File: src/design/assert_macros.svh
// ----------------------------------------------------------------------------
// Assertion macros
// Concurrent assertion wrappers, compiled out for synthesis.
// ----------------------------------------------------------------------------
`ifndef ASSERT_MACROS_SVH
`define ASSERT_MACROS_SVH

`ifndef SYNTHESIS

// Clocked assertion, disabled while the active-low reset is asserted.
`define ASSERT_CLK_RST(label, clk, rst_n, prop, msg) \
  label: assert property (@(posedge clk) disable iff (!rst_n) prop) else $error(msg);

// Clocked assertion that also holds during reset.
`define ASSERT_CLK(label, clk, prop, msg) \
  label: assert property (@(posedge clk) prop) else $error(msg);

`else

`define ASSERT_CLK_RST(label, clk, rst_n, prop, msg)
`define ASSERT_CLK(label, clk, prop, msg)

`endif

`endif

File: src/design/cqe_pkg.sv
// ----------------------------------------------------------------------------
// cqe_pkg
// Shared types and constants of the coefficient quantizer.
// ----------------------------------------------------------------------------
package cqe_pkg;

  localparam int GroupSize      = 16;
  localparam int IdxW           = $clog2(GroupSize);
  localparam int CoeffW         = 16;
  localparam int PosW           = 10;
  localparam int EobW           = 11;
  localparam int CfgIdxW        = 3;
  localparam int MaxBlockCoeffs = 1024;

  localparam logic [CoeffW-1:0] SatMax = 16'h7FFF;
  localparam logic [CoeffW-1:0] SatMin = 16'h8000;
  localparam logic [IdxW-1:0]   LastIdx = IdxW'(GroupSize - 1);

  typedef enum logic [CfgIdxW-1:0] {
    CFG_ROUND_DC   = 3'd0,
    CFG_ROUND_AC   = 3'd1,
    CFG_QUANT_DC   = 3'd2,
    CFG_QUANT_AC   = 3'd3,
    CFG_DEQUANT_DC = 3'd4,
    CFG_DEQUANT_AC = 3'd5
  } cfg_idx_e;

  typedef enum logic [1:0] {
    ST_COLLECT,
    ST_DRAIN,
    ST_EMIT
  } state_e;

  // Controller to datapath.
  typedef struct packed {
    logic            load;
    logic [IdxW-1:0] wr_idx;
    logic            dc;
    logic [IdxW-1:0] rd_idx;
    logic            close_group;
    logic            clear_block;
    logic            first_group;
  } cmd_t;

  // Datapath to controller.
  typedef struct packed {
    logic pipe_busy;
  } sts_t;

endpackage

File: src/design/cqe_ctrl.sv
// ----------------------------------------------------------------------------
// cqe_ctrl
// Group sequencer: collects a group, waits for the pipeline, emits results.
// ----------------------------------------------------------------------------
module cqe_ctrl (
  input  logic          clk_i,
  input  logic          rst_ni,
  input  logic          in_valid_i,
  output logic          in_stall_o,
  input  logic          block_end_i,
  output logic          out_valid_o,
  input  logic          out_stall_i,
  output logic          group_last_o,
  output logic          block_last_o,
  output cqe_pkg::cmd_t cmd_o,
  input  cqe_pkg::sts_t sts_i
);
  import cqe_pkg::*;

  state_e          state_q, state_d;
  logic [IdxW-1:0] fill_q, fill_d;
  logic [IdxW-1:0] last_q, last_d;
  logic [IdxW-1:0] emit_q, emit_d;
  logic            first_q, first_d;
  logic            blk_q, blk_d;
  logic            in_xfer, out_xfer, emit_done;

  assign in_xfer   = in_valid_i && (state_q == ST_COLLECT);
  assign out_xfer  = (state_q == ST_EMIT) && !out_stall_i;
  assign emit_done = (emit_q == last_q);

  // Next state.
  always_comb begin
    state_d = state_q;
    fill_d  = fill_q;
    last_d  = last_q;
    emit_d  = emit_q;
    first_d = first_q;
    blk_d   = blk_q;
    case (state_q)
      ST_COLLECT: begin
        if (in_xfer) begin
          fill_d = fill_q + 1'b1;
          if (fill_q == LastIdx || block_end_i) begin
            state_d = ST_DRAIN;
            last_d  = fill_q;
            blk_d   = block_end_i;
            fill_d  = '0;
          end
        end
      end
      ST_DRAIN: begin
        if (!sts_i.pipe_busy) begin
          state_d = ST_EMIT;
          emit_d  = '0;
        end
      end
      ST_EMIT: begin
        if (out_xfer) begin
          emit_d = emit_q + 1'b1;
          if (emit_done) begin
            state_d = ST_COLLECT;
            first_d = blk_q;
          end
        end
      end
      default: state_d = ST_COLLECT;
    endcase
  end

  // Outputs. The result buffer read is registered, so it is addressed
  // with the next emit index.
  always_comb begin
    in_stall_o        = 1'b1;
    out_valid_o       = 1'b0;
    cmd_o             = '0;
    cmd_o.load        = in_xfer;
    cmd_o.wr_idx      = fill_q;
    cmd_o.dc          = first_q && (fill_q == '0);
    cmd_o.rd_idx      = emit_d;
    cmd_o.first_group = first_q;
    case (state_q)
      ST_COLLECT: in_stall_o = 1'b0;
      ST_DRAIN:   cmd_o.close_group = !sts_i.pipe_busy;
      ST_EMIT: begin
        out_valid_o       = 1'b1;
        cmd_o.clear_block = out_xfer && emit_done && blk_q;
      end
      default: in_stall_o = 1'b1;
    endcase
  end

  assign group_last_o = emit_done;
  assign block_last_o = emit_done && blk_q;

  always_ff @(posedge clk_i or negedge rst_ni) begin
    if (!rst_ni) begin
      state_q <= ST_COLLECT;
      fill_q  <= '0;
      last_q  <= '0;
      emit_q  <= '0;
      first_q <= 1'b1;
      blk_q   <= 1'b0;
    end else begin
      state_q <= state_d;
      fill_q  <= fill_d;
      last_q  <= last_d;
      emit_q  <= emit_d;
      first_q <= first_d;
      blk_q   <= blk_d;
    end
  end

endmodule

File: src/design/cqe_datapath.sv
// ----------------------------------------------------------------------------
// cqe_datapath
// Configuration registers, quantizer pipeline, result buffer and eob tracking.
// ----------------------------------------------------------------------------
module cqe_datapath #(
  parameter int MaxBlockCoeffs = cqe_pkg::MaxBlockCoeffs
) (
  input  logic                           clk_i,
  input  logic                           rst_ni,
  input  logic                           cfg_we_i,
  input  logic [cqe_pkg::CfgIdxW-1:0]    cfg_index_i,
  input  logic [cqe_pkg::CoeffW-1:0]     cfg_data_i,
  input  logic signed [cqe_pkg::CoeffW-1:0] coeff_i,
  input  logic [cqe_pkg::PosW-1:0]       scan_pos_i,
  input  cqe_pkg::cmd_t                  cmd_i,
  output cqe_pkg::sts_t                  sts_o,
  output logic signed [cqe_pkg::CoeffW-1:0] qcoeff_o,
  output logic signed [cqe_pkg::CoeffW-1:0] dqcoeff_o,
  output logic [cqe_pkg::EobW-1:0]       eob_o
);
  import cqe_pkg::*;

  localparam logic [EobW-1:0] EobCap = EobW'(MaxBlockCoeffs);

  logic [CoeffW-1:0] round_dc_q, round_ac_q, quant_dc_q, quant_ac_q;
  logic [CoeffW-1:0] dequant_dc_q, dequant_ac_q;

  // Stage 1: captured input.
  logic              v1_q, dc1_q;
  logic [CoeffW-1:0] c1_q;
  logic [PosW-1:0]   pos1_q;
  logic [IdxW-1:0]   idx1_q;
  // Stage 2: saturated rounded magnitude.
  logic              v2_q, dc2_q, neg2_q;
  logic [CoeffW-1:0] sum2_q;
  logic [PosW-1:0]   pos2_q;
  logic [IdxW-1:0]   idx2_q;
  // Stage 3: high half of the quantizer product.
  logic              v3_q, dc3_q, neg3_q;
  logic [CoeffW-1:0] hi3_q;
  logic [PosW-1:0]   pos3_q;
  logic [IdxW-1:0]   idx3_q;
  // Stage 4: eob candidate.
  logic              v4_q, nz4_q;
  logic [PosW-1:0]   pos4_q;

  logic [CoeffW-1:0] qbuf_q [GroupSize];
  logic [CoeffW-1:0] dqbuf_q [GroupSize];
  logic [CoeffW-1:0] qrd_q, dqrd_q;

  logic              any_big_q, skip_q;
  logic [EobW-1:0]   grp_eob_q, eob_q, eob_d;

  logic              neg1;
  logic [CoeffW-1:0] mag1, rnd1, thr, sat1;
  logic [CoeffW:0]   sum1;
  logic              big1;
  logic [CoeffW-1:0] qnt2;
  logic [2*CoeffW-1:0] prod2;
  logic [CoeffW-1:0] qv3, dqs3;
  logic [2*CoeffW-1:0] dprod3;
  logic [EobW-1:0]   cand4, capped4;
  logic              skip_now;

  always_ff @(posedge clk_i or negedge rst_ni) begin
    if (!rst_ni) begin
      round_dc_q   <= '0;
      round_ac_q   <= '0;
      quant_dc_q   <= '0;
      quant_ac_q   <= '0;
      dequant_dc_q <= '0;
      dequant_ac_q <= '0;
    end else if (cfg_we_i) begin
      case (cfg_idx_e'(cfg_index_i))
        CFG_ROUND_DC:   round_dc_q   <= cfg_data_i;
        CFG_ROUND_AC:   round_ac_q   <= cfg_data_i;
        CFG_QUANT_DC:   quant_dc_q   <= cfg_data_i;
        CFG_QUANT_AC:   quant_ac_q   <= cfg_data_i;
        CFG_DEQUANT_DC: dequant_dc_q <= cfg_data_i;
        CFG_DEQUANT_AC: dequant_ac_q <= cfg_data_i;
        default: ;
      endcase
    end
  end

  // Stage 1 to 2: magnitude (which wraps for the most negative value),
  // saturating add and skip threshold compare.
  always_comb begin
    neg1 = c1_q[CoeffW-1];
    mag1 = neg1 ? (~c1_q + 1'b1) : c1_q;
    rnd1 = dc1_q ? round_dc_q : round_ac_q;
    thr  = {dequant_ac_q[CoeffW-1], dequant_ac_q[CoeffW-1:1]};
    sum1 = {mag1[CoeffW-1], mag1} + {rnd1[CoeffW-1], rnd1};
    if (sum1[CoeffW] != sum1[CoeffW-1]) begin
      sat1 = sum1[CoeffW] ? SatMin : SatMax;
    end else begin
      sat1 = sum1[CoeffW-1:0];
    end
    big1 = $signed(mag1) > $signed(thr);
  end

  // Stage 2 to 3: signed multiply by the quantizer.
  always_comb begin
    qnt2  = dc2_q ? quant_dc_q : quant_ac_q;
    prod2 = $signed(sum2_q) * $signed(qnt2);
  end

  // Stage 3 to buffer: restore sign, wrapping dequantize.
  always_comb begin
    qv3    = neg3_q ? (~hi3_q + 1'b1) : hi3_q;
    dqs3   = dc3_q ? dequant_dc_q : dequant_ac_q;
    dprod3 = {{CoeffW{1'b0}}, qv3} * {{CoeffW{1'b0}}, dqs3};
  end

  always_comb begin
    cand4   = {1'b0, pos4_q} + 1'b1;
    capped4 = (cand4 > EobCap) ? EobCap : cand4;
  end

  always_ff @(posedge clk_i or negedge rst_ni) begin
    if (!rst_ni) begin
      v1_q <= 1'b0;
      v2_q <= 1'b0;
      v3_q <= 1'b0;
      v4_q <= 1'b0;
    end else begin
      v1_q <= cmd_i.load;
      v2_q <= v1_q;
      v3_q <= v2_q;
      v4_q <= v3_q;
    end
  end

  always_ff @(posedge clk_i) begin
    c1_q   <= coeff_i;
    pos1_q <= scan_pos_i;
    idx1_q <= cmd_i.wr_idx;
    dc1_q  <= cmd_i.dc;
    sum2_q <= sat1;
    neg2_q <= neg1;
    dc2_q  <= dc1_q;
    pos2_q <= pos1_q;
    idx2_q <= idx1_q;
    hi3_q  <= prod2[2*CoeffW-1:CoeffW];
    neg3_q <= neg2_q;
    dc3_q  <= dc2_q;
    pos3_q <= pos2_q;
    idx3_q <= idx2_q;
    nz4_q  <= (dprod3[CoeffW-1:0] != '0);
    pos4_q <= pos3_q;
    if (v3_q) begin
      qbuf_q[idx3_q]  <= qv3;
      dqbuf_q[idx3_q] <= dprod3[CoeffW-1:0];
    end
    qrd_q  <= qbuf_q[cmd_i.rd_idx];
    dqrd_q <= dqbuf_q[cmd_i.rd_idx];
  end

  // A later group with no large magnitude is emitted as zeros.
  assign skip_now = !cmd_i.first_group && !any_big_q;

  always_comb begin
    eob_d = eob_q;
    if (cmd_i.clear_block) begin
      eob_d = '0;
    end else if (cmd_i.close_group && !skip_now && (grp_eob_q > eob_q)) begin
      eob_d = grp_eob_q;
    end
  end

  always_ff @(posedge clk_i or negedge rst_ni) begin
    if (!rst_ni) begin
      any_big_q <= 1'b0;
      grp_eob_q <= '0;
      eob_q     <= '0;
      skip_q    <= 1'b0;
    end else begin
      eob_q <= eob_d;
      if (cmd_i.close_group) begin
        skip_q    <= skip_now;
        any_big_q <= 1'b0;
        grp_eob_q <= '0;
      end else begin
        if (v1_q && big1) begin
          any_big_q <= 1'b1;
        end
        if (v4_q && nz4_q && (capped4 > grp_eob_q)) begin
          grp_eob_q <= capped4;
        end
      end
    end
  end

  assign sts_o.pipe_busy = v1_q || v2_q || v3_q || v4_q;
  assign qcoeff_o  = skip_q ? '0 : qrd_q;
  assign dqcoeff_o = skip_q ? '0 : dqrd_q;
  assign eob_o     = eob_q;

endmodule

File: src/design/coeff_quantizer_with_eob.sv
// A group is collected, then drained through the four-stage quantizer pipeline;
// its first result is offered once the pipeline is empty, and the next group is
// taken only after all results of the group have been sent.
// Inputs stall while a group drains and while its results are sent.
// Reset (asynchronous, active low) clears all configuration registers to zero,
// empties the pipeline, zeroes the running eob and starts a new block.
// ----------------------------------------------------------------------------
// coeff_quantizer_with_eob
// Groupwise coefficient quantizer with dequantization and running eob.
// ----------------------------------------------------------------------------
`include "assert_macros.svh"

module coeff_quantizer_with_eob #(
  parameter int MaxBlockCoeffs = cqe_pkg::MaxBlockCoeffs
) (
  input  logic                              clk_i,
  input  logic                              rst_ni,
  input  logic                              cfg_valid_i,
  output logic                              cfg_ready_o,
  input  logic [cqe_pkg::CfgIdxW-1:0]       cfg_index_i,
  input  logic [cqe_pkg::CoeffW-1:0]        cfg_data_i,
  input  logic                              in_valid_i,
  output logic                              in_stall_o,
  input  logic signed [cqe_pkg::CoeffW-1:0] coeff_i,
  input  logic [cqe_pkg::PosW-1:0]          scan_pos_i,
  input  logic                              block_end_i,
  output logic                              out_valid_o,
  input  logic                              out_stall_i,
  output logic signed [cqe_pkg::CoeffW-1:0] qcoeff_o,
  output logic signed [cqe_pkg::CoeffW-1:0] dqcoeff_o,
  output logic [cqe_pkg::EobW-1:0]          eob_o,
  output logic                              group_last_o,
  output logic                              block_last_o
);
  import cqe_pkg::*;

  cmd_t cmd;
  sts_t sts;

  assign cfg_ready_o = 1'b1;

  cqe_ctrl u_ctrl (
    .clk_i        (clk_i),
    .rst_ni       (rst_ni),
    .in_valid_i   (in_valid_i),
    .in_stall_o   (in_stall_o),
    .block_end_i  (block_end_i),
    .out_valid_o  (out_valid_o),
    .out_stall_i  (out_stall_i),
    .group_last_o (group_last_o),
    .block_last_o (block_last_o),
    .cmd_o        (cmd),
    .sts_i        (sts)
  );

  cqe_datapath #(
    .MaxBlockCoeffs (MaxBlockCoeffs)
  ) u_datapath (
    .clk_i       (clk_i),
    .rst_ni      (rst_ni),
    .cfg_we_i    (cfg_valid_i && cfg_ready_o),
    .cfg_index_i (cfg_index_i),
    .cfg_data_i  (cfg_data_i),
    .coeff_i     (coeff_i),
    .scan_pos_i  (scan_pos_i),
    .cmd_i       (cmd),
    .sts_o       (sts),
    .qcoeff_o    (qcoeff_o),
    .dqcoeff_o   (dqcoeff_o),
    .eob_o       (eob_o)
  );

  // Input and output transfers never overlap.
  `ASSERT_CLK(a_no_in_during_out, clk_i, !(in_valid_i && !in_stall_o && out_valid_o), "input taken while results pending")
  `ASSERT_CLK_RST(a_block_implies_group, clk_i, rst_ni, (out_valid_o && block_last_o) |-> group_last_o, "block_last without group_last")
  // The eob is held across the results of a group.
  `ASSERT_CLK_RST(a_eob_stable_in_group, clk_i, rst_ni, (out_valid_o && !out_stall_i && !group_last_o) |=> (eob_o == $past(eob_o)), "eob changed within a group")
  `ASSERT_CLK_RST(a_eob_cleared, clk_i, rst_ni, (out_valid_o && !out_stall_i && block_last_o) |=> (eob_o == '0), "eob not cleared after block end")

endmodule

File: config.mk
export PLATFORM = sky130hd
export DESIGN_NAME = coeff_quantizer_with_eob
export DESIGN_NICKNAME = d
export VERILOG_FILES = /design/src/design/cqe_pkg.sv /design/src/design/cqe_ctrl.sv /design/src/design/cqe_datapath.sv /design/src/design/coeff_quantizer_with_eob.sv
export VERILOG_INCLUDE_DIRS = /design/src /design/src/design
export SDC_FILE = /design/constraint.sdc
export NUM_CORES = 2
export LEC_CHECK = 0
export BUFFER_PORTS_ARGS = -buffer_cell sky130_fd_sc_hd__buf_2
export CAP_MARGIN = 20
export CORE_MARGIN = 2
export CORE_UTILIZATION = 25
export CTS_CLUSTER_DIAMETER = 30
export DETAILED_ROUTE_END_ITERATION = 10
export PLACE_DENSITY = 0.42
export SYNTH_ARGS = -nofsm -noshare
export SYNTH_HDL_FRONTEND = slang
export SYNTH_SLANG_ARGS = --single-unit
File: constraint.sdc
create_clock -name clk_i -period 14.6 [get_ports clk_i]
set_input_delay 2.92 -clock clk_i [delete_from_list [all_inputs] [get_ports clk_i]]
set_output_delay 2.92 -clock clk_i [all_outputs]
set_load 0.02 [all_outputs]
==> After elaboration in Yosys (flattened, before gate mapping) <==
Memories as Yosys holds them, arrays and structs flattened. A register that Yosys moved wholly into a read port is not among the register bits.
Cells that the tools add are included.
{ "word_totals": {"register_bits": 246, "latch_bits": 0, "ram_bits": 512, "mem_bits_ro": 0, "in_bits": 51, "word_cells": 137, "memories": 2} }
{ "memory_table": {"columns": ["name", "depth", "word_bits", "read_ports", "rd_clocked_by_memory_dff", "write_ports", "line", "text"], "rows": [
  ["u_datapath.dqbuf_q", 16, 16, 1, 1, 1, "cqe_datapath.sv:48", "logic [CoeffW-1:0] dqbuf_q [GroupSize];"],
  ["u_datapath.qbuf_q", 16, 16, 1, 1, 1, "cqe_datapath.sv:47", "logic [CoeffW-1:0] qbuf_q [GroupSize];"]
]} }
{ "op_classes": {"n_addsub": 6, "n_mul": 2, "n_div": 0, "n_lt_le_gt_ge": 4, "n_eq_ne": 15, "n_shift": 0, "n_mux": 32, "n_bitwise": 2, "reduce_logical": 38} }
{ "ops": {"columns": ["operator", "count"], "rows": [
  ["16-bit two-way mux", 9],
  ["11-bit two-way mux", 5],
  ["16-bit by 1-bit adder with 16-bit output (second input constant)", 2],
  ["16-bit by 16-bit multiplier with 32-bit output", 1],
  ["16-bit NOT", 2],
  ["11-bit > comparator", 2],
  ["16-bit by 16-bit adder with 17-bit output", 1],
  ["16-bit by 15-bit > comparator with 1-bit output", 1],
  ["16-bit by 16-bit multiplier with 16-bit output", 1],
  ["16-bit nonzero test", 1],
  ["2-bit AND reduction", 7],
  ["1-bit logical AND", 12],
  ["4-bit two-way mux", 3],
  ["10-bit by 1-bit adder with 11-bit output (second input constant)", 1],
  ["11-bit > comparator (second input constant)", 1],
  ["2-bit two-way mux", 5],
  ["4-bit by 1-bit adder with 4-bit output (second input constant)", 2],
  ["1-bit two-way mux", 8],
  ["4-bit one-hot mux with 2 select lines", 1],
  ["3-bit by 2-bit equality test with 1-bit output (second input constant)", 2],
  ["3-bit equality test (second input constant)", 2],
  ["2-bit by 1-bit != test with 1-bit output (second input constant)", 3],
  ["2-bit one-hot mux with 3 select lines", 1],
  ["3-bit AND reduction", 2],
  ["14 further kinds", 24]
]} }

==> Depth between registers and ports, before layout <==
{ "logic_depth": {"ltp_word": 9, "mapped_depth": 28, "ltp_nobuf": 27} }

==> By module <==
Synthesis repeated with hierarchy kept, for this count alone.
{ "unflattened": {"cells_unflattened": 3220, "hier_area_um2": 44104.8} }
{ "by_module_without_submodules": {"columns": ["module", "instances", "cells_each", "area_each_um2"], "rows": [
  ["cqe_datapath", 1, 3125, 43166.4],
  ["cqe_ctrl", 1, 93, 927.1],
  ["coeff_quantizer_with_eob", 1, 2, 11.3]
]} }

==> Worst setup path after synthesis <==
No wires, ideal clock.
{ "synth_timing": {"path_kind": "flip-flop to flip-flop", "start": "reg u_datapath.hi3_q[0]", "end": "mem u_datapath.dqbuf_q[0][15] (data pin)", "setup_time_ps": 294, "arrival_time_ps": 7155, "setup_slack_ps": 7151, "path_stages_with_launch": 22, "path_buffers": 1, "cell_sequence": "dfxtp_1 -> inv_1 -> clkbuf_1 -> ha_1 -> nor2b_1 -> a31oi_1 -> xor2_1 -> nand2_1 -> fa_1 -> fa_1 -> fa_1 -> fa_1 -> fa_1 -> fa_1 -> xnor2_1 -> xnor2_1 -> xnor2_1 -> xnor2_1 -> xnor3_1 -> xor2_1 -> xnor3_1 -> xor2_1"} }
{ "synth_between": {"elab_chain_len": 4} }
{ "synth_lines": {"columns": ["element", "line", "text"], "rows": [
  ["from (decl)", "cqe_datapath.sv:40", "logic [CoeffW-1:0] hi3_q;"],
  ["from (signal assigned)", "cqe_datapath.sv:144", "hi3_q <= prod2[2*CoeffW-1:CoeffW];"],
  ["16-bit NOT", "cqe_datapath.sv:110", "qv3 = neg3_q ? (~hi3_q + 1'b1) : hi3_q;"],
  ["16-bit by 1-bit adder with 16-bit output", "cqe_datapath.sv:110", null],
  ["16-bit two-way mux", "cqe_datapath.sv:110", null],
  ["named net u_datapath.qv3[10]", "cqe_datapath.sv:60", "logic [CoeffW-1:0] qv3, dqs3;"],
  ["16-bit by 16-bit multiplier with 16-bit output", "cqe_datapath.sv:112", "dprod3 = {{CoeffW{1'b0}}, qv3} * {{CoeffW{1'b0}}, dqs3};"],
  ["named net u_datapath.dprod3[15]", "cqe_datapath.sv:61", "logic [2*CoeffW-1:0] dprod3;"],
  ["to (decl)", "cqe_datapath.sv:48", null]
]} }
The timed path passes the listed nets, and every way through them passes these cells.

==> Worst setup path after layout <==
{ "layout_timing": {"start": "reg u_datapath.hi3_q[0]", "end": "reg u_datapath.nz4_q"} }
{ "layout_between": {"elab_chain_len": 5} }
{ "layout_lines": {"columns": ["element", "line", "text"], "rows": [
  ["16-bit NOT", "cqe_datapath.sv:110", null],
  ["16-bit by 1-bit adder with 16-bit output", "cqe_datapath.sv:110", null],
  ["16-bit two-way mux", "cqe_datapath.sv:110", null],
  ["named net u_datapath.qv3[2]", "cqe_datapath.sv:60", null],
  ["16-bit by 16-bit multiplier with 16-bit output", "cqe_datapath.sv:112", null],
  ["named net u_datapath.dprod3[13]", "cqe_datapath.sv:61", null],
  ["16-bit nonzero test", "cqe_datapath.sv:149", "nz4_q <= (dprod3[CoeffW-1:0] != '0);"],
  ["to (signal assigned)", "cqe_datapath.sv:149", null],
  ["to (decl)", "cqe_datapath.sv:44", "logic v4_q, nz4_q;"]
]} }
The timed path passes the listed nets, and every way through them passes these cells.
A chain may end at the register's enable or synchronous reset.

==> results.tsv <==
stage	metric	value	unit
status	status	completed	
sta	Setup TNS	0	ns
yosys	number of synthesized register bits	790	
floorplan	total core area	0.179	sq mm
global_routing	overall track demand over capacity in global routing	14.2	%
yosys	synthesis warning total	0	
clock_tree	clk root buf	sky130_fd_sc_hd__clkbuf_16	
placement	gpl congestion	0.815	
detailed_routing	detail-routed via count per cell	4.41	
yosys	post-synthesis instance area	0.0449	sq mm
clock_tree	TritonCTS clock tree	done	
min_path	Hold WC Path Type	reg -> reg	
clock_tree	maximum root-to-sink buffer count	3	
clock_tree	hold_buf cts	0	
clock_tree	Worst-Skew Late Latency	0.81	ns
yosys	gate count of the mapped netlist	4029	
sta	Tmin final	8.49	ns
sta	clk_skew	0.0603	ns
detailed_routing	Post-DRT Antenna Nets	0	
worst_setup_path	kind of start point of the critical path	flop	
yosys	number of synthesized flops with an enable pin	512	
finish	number of nets in the finished design	4811	
worst_setup_path	Max FO, Critical Path	24	
clock_tree	TritonCTS buffer count	199	
sta	worst slew slack as a fraction of its limit	19.6	%
min_path	Worst Hold Launch	u_datapath.idx1_q[1]	
placement	DP Wirelength	80.9	mm
worst_setup_path	worst flop-to-flop path endpoint	u_datapath.nz4_q	
detailed_routing	Avg WL per Cell	19.2	um
detailed_routing	total via count after detailed routing	29768	
worst_setup_path	Arr. time, crit path	9.14	ns
clock_tree	register clock-pin slew on the reported worst setup and hold paths	0.05	ns
sta	max-slew violations	0	
sta	max frequency	0.118	GHz
worst_setup_path	path depth of the worst reg2reg path	25	
global_routing	busiest layer in global routing	met2	
yosys	average instance area after synthesis	11.2	sq um
global_routing	met3 Usage GRT	2.53	%
worst_setup_path	element type at the critical path end	flop	
detailed_routing	aggregate routed wire length	130	mm
worst_setup_path	critical path start-end classification	reg -> reg	
finish	highest-count cells in the layout ignoring fill and taps	sky130_fd_sc_hd__nand2_1 (766), sky130_fd_sc_hd__edfxtp_1 (512), sky130_fd_sc_hd__inv_1 (484)	
global_routing	antenna violations before repair	7	
sta	Worst Max-Slew Pin Slew	1.20	ns
yosys	share of the yosys chip area belonging to registers	48.2	%
detailed_routing	initial detailed-routing violation count	1644	
global_routing	first-pass GRT wire length	198	mm
placement	Port Buffer Count	97	
clock_tree	CTS H-Tree Depth	4	
sta	total count of hold-check failures in the final report	0	
worst_setup_path	setup slack of the most critical reg-to-reg path	6.11	ns
yosys	number of distinct library cells after synthesis	72	
global_routing	met1 Track Usage GR	18.8	%
floorplan	overall die height	428	um
floorplan	std cell rows	155	
finish	antenna fix cells	0	
global_routing	met2 track utilization from global routing	23.8	%
clock_tree	number of buffers inserted to repair setup after CTS	0	
detailed_routing	DRC violations left	0	
clock_tree	post-cts sizing count	0	
sta	worst hold margin	0.308	ns
global_routing	via count of the first global-routing pass	31651	
finish	most common library cell in the layout ignoring fill and taps	sky130_fd_sc_hd__nand2_1	
clock_tree	clock sinks	790	
yosys	share of synthesized registers carrying an async set or reset	17.7	%
detailed_routing	number of detailed-routing iterations run before antenna repair	5	
yosys	dominant synthesized flop cell	sky130_fd_sc_hd__edfxtp_1	
yosys	syn nets	4613	
sta	portion of the clock cycle consumed by the worst path in the final layout	58.1	%
worst_setup_path	worst endpoint required time	15.26	ns
min_path	endpoint with the worst hold slack	u_datapath.idx2_q[1]	
floorplan	Starting Density	25.2	%
floorplan	Ports	99	
sta	RSZ-0062 raised after global routing	false	
min_path	hold path cells	0	
global_routing	remaining global-route overflow	0	
worst_setup_path	startpoint of the most critical register-to-register path	u_datapath.hi3_q[0]	
floorplan	horizontal die dimension	428	um
job	number of maximum-capacitance constraint violations	0	
finish	layout cell share with drive strength beyond 1	15.0	%
finish	Area Growth Syn to Fin	23.3	%
global_routing	pin count of the biggest net entering global routing	173	
floorplan	full die area	0.183	sq mm
sta	Final Setup Violations	0	
## final cells by class
| class | instances | area [sq um] |
|---|---|---|
| Clock buffer | 249 | 5290 |
| Clock inverter | 125 | 1650 |
| Fill cell | 18128 | 123000 |
| Inverter | 487 | 1840 |
| Multi-Input combinational cell | 2582 | 21000 |
| Sequential cell | 790 | 21600 |
| Tap cell | 2355 | 2950 |
| Timing Repair Buffer | 167 | 1060 |
## critical path: stages (launching register included)
cell and delay (ns):
sky130_fd_sc_hd__dfxtp_1 0.88, sky130_fd_sc_hd__inv_1 0.43, sky130_fd_sc_hd__ha_1 0.39, sky130_fd_sc_hd__nand2b_1 0.17
sky130_fd_sc_hd__xor2_1 0.62, sky130_fd_sc_hd__inv_1 0.59, sky130_fd_sc_hd__nand2_1 0.23, sky130_fd_sc_hd__fa_1 0.43
sky130_fd_sc_hd__fa_1 0.37, sky130_fd_sc_hd__inv_1 0.06, sky130_fd_sc_hd__ha_1 0.13, sky130_fd_sc_hd__inv_1 0.05
sky130_fd_sc_hd__fa_1 0.46, sky130_fd_sc_hd__fa_1 0.54, sky130_fd_sc_hd__inv_1 0.05, sky130_fd_sc_hd__fa_1 0.43
sky130_fd_sc_hd__ha_1 0.35, sky130_fd_sc_hd__and3_1 0.17, sky130_fd_sc_hd__a221o_1 0.34, sky130_fd_sc_hd__nor4_1 0.29
sky130_fd_sc_hd__nor4b_1 0.11, sky130_fd_sc_hd__o21ai_0 0.16, sky130_fd_sc_hd__nand2b_1 0.10, sky130_fd_sc_hd__xor2_1 0.16
sky130_fd_sc_hd__or4_1 0.51, sky130_fd_sc_hd__or3_1 0.30
## cells in the mapped netlist, drive strengths merged, types with 5 or more instances
library cell	instances	area (sq um)
mux2	143	1610
a21o	27	203
dfxtp	138	2760
mux2i	19	190
ha	191	2390
or3	5	31.3
nor2	146	548
clkbuf	157	589
o21ai	45	225
nor4	7	43.8
xor2	31	272
nor3	28	140
a311oi	66	578
nand2	767	2880
nand3	282	1410
nor2b	60	375
edfxtp	512	15400
buf	13	52.6
xnor2	70	613
and2	85	532
dfrtp	139	3480
o21a	32	240
a31oi	38	238
nand2b	15	93.8
o31ai	9	72.6
a21boi	14	105
inv	486	1820
or4	6	52.6
and3	37	231
or2	10	62.6
a21oi	37	185
fa	342	6850
nand4	6	37.5
o41ai	6	60.1
## sequential cells by signal (all words and copies together) (netlist names), 11 cells and up
name / count
u_datapath.dequant_ac_q: 16
u_datapath.dqrd_q: 16
u_datapath.qbuf_q: 256
u_datapath.quant_dc_q: 16
u_datapath.round_ac_q: 16
u_datapath.grp_eob_q: 11
u_datapath.hi3_q: 16
u_datapath.quant_ac_q: 16
u_datapath.sum2_q: 16
u_datapath.round_dc_q: 16
u_datapath.qrd_q: 16
u_datapath.c1_q: 16
u_datapath.dequant_dc_q: 16
u_datapath.dqbuf_q: 256
u_datapath.eob_o: 11
## stage by stage
step / setup slack, ns / std cells / cell area, sq um / util, %
finish: 6.11 / 6755 / 55400 / 31.0
global route: 5.50 / 6755 / 55400 / 31.0
CTS: 5.79 / 6753 / 55400 / 31.0
detailed placement: 5.89 / 6379 / 48500 / 27.1
global placement: 5.99 / 6375 / 48400 / 27.1
floorplan: 7.15 / 4029 / 44900 / -
## how the worst max path moves through the flow
stage | start | to | slack, ns | depth (start not counted)
finish | u_datapath.hi3_q[0] | u_datapath.nz4_q | 6.11 | 25
global route | u_datapath.hi3_q[0] | u_datapath.nz4_q | 5.50 | 25
CTS | u_datapath.hi3_q[0] | u_datapath.dqbuf_q[6][15] | 5.79 | 24
detailed placement | u_datapath.hi3_q[0] | u_datapath.dqbuf_q[1][15] | 5.89 | 24
global placement | u_datapath.hi3_q[0] | u_datapath.dqbuf_q[9][15] | 5.99 | 24
floorplan | u_datapath.hi3_q[0] | u_datapath.dqbuf_q[0][15] | 7.15 | 21
## cells by family after synthesis
logic type	synth area share [%]
multiplexers	4.01
adder cells (fa/ha/maj)	20.6
buffers and inverters	5.50
flip-flops	48.2
AO/OA/AOI/OAI	4.85
XOR/XNOR	2.22
AND/OR/NAND/NOR	14.7
other	0.00834
## routing by layer
layer / wire [um] / part of all wire, %
met2: 62700 / 48
met5: 30 / 0.023
met4: 2010 / 1.5
met3: 4660 / 3.6
met1: 60100 / 46
Power is left out: the tool's default activity adds up to more than one toggle a clock period on the data nets, which glitch-free logic cannot reach.
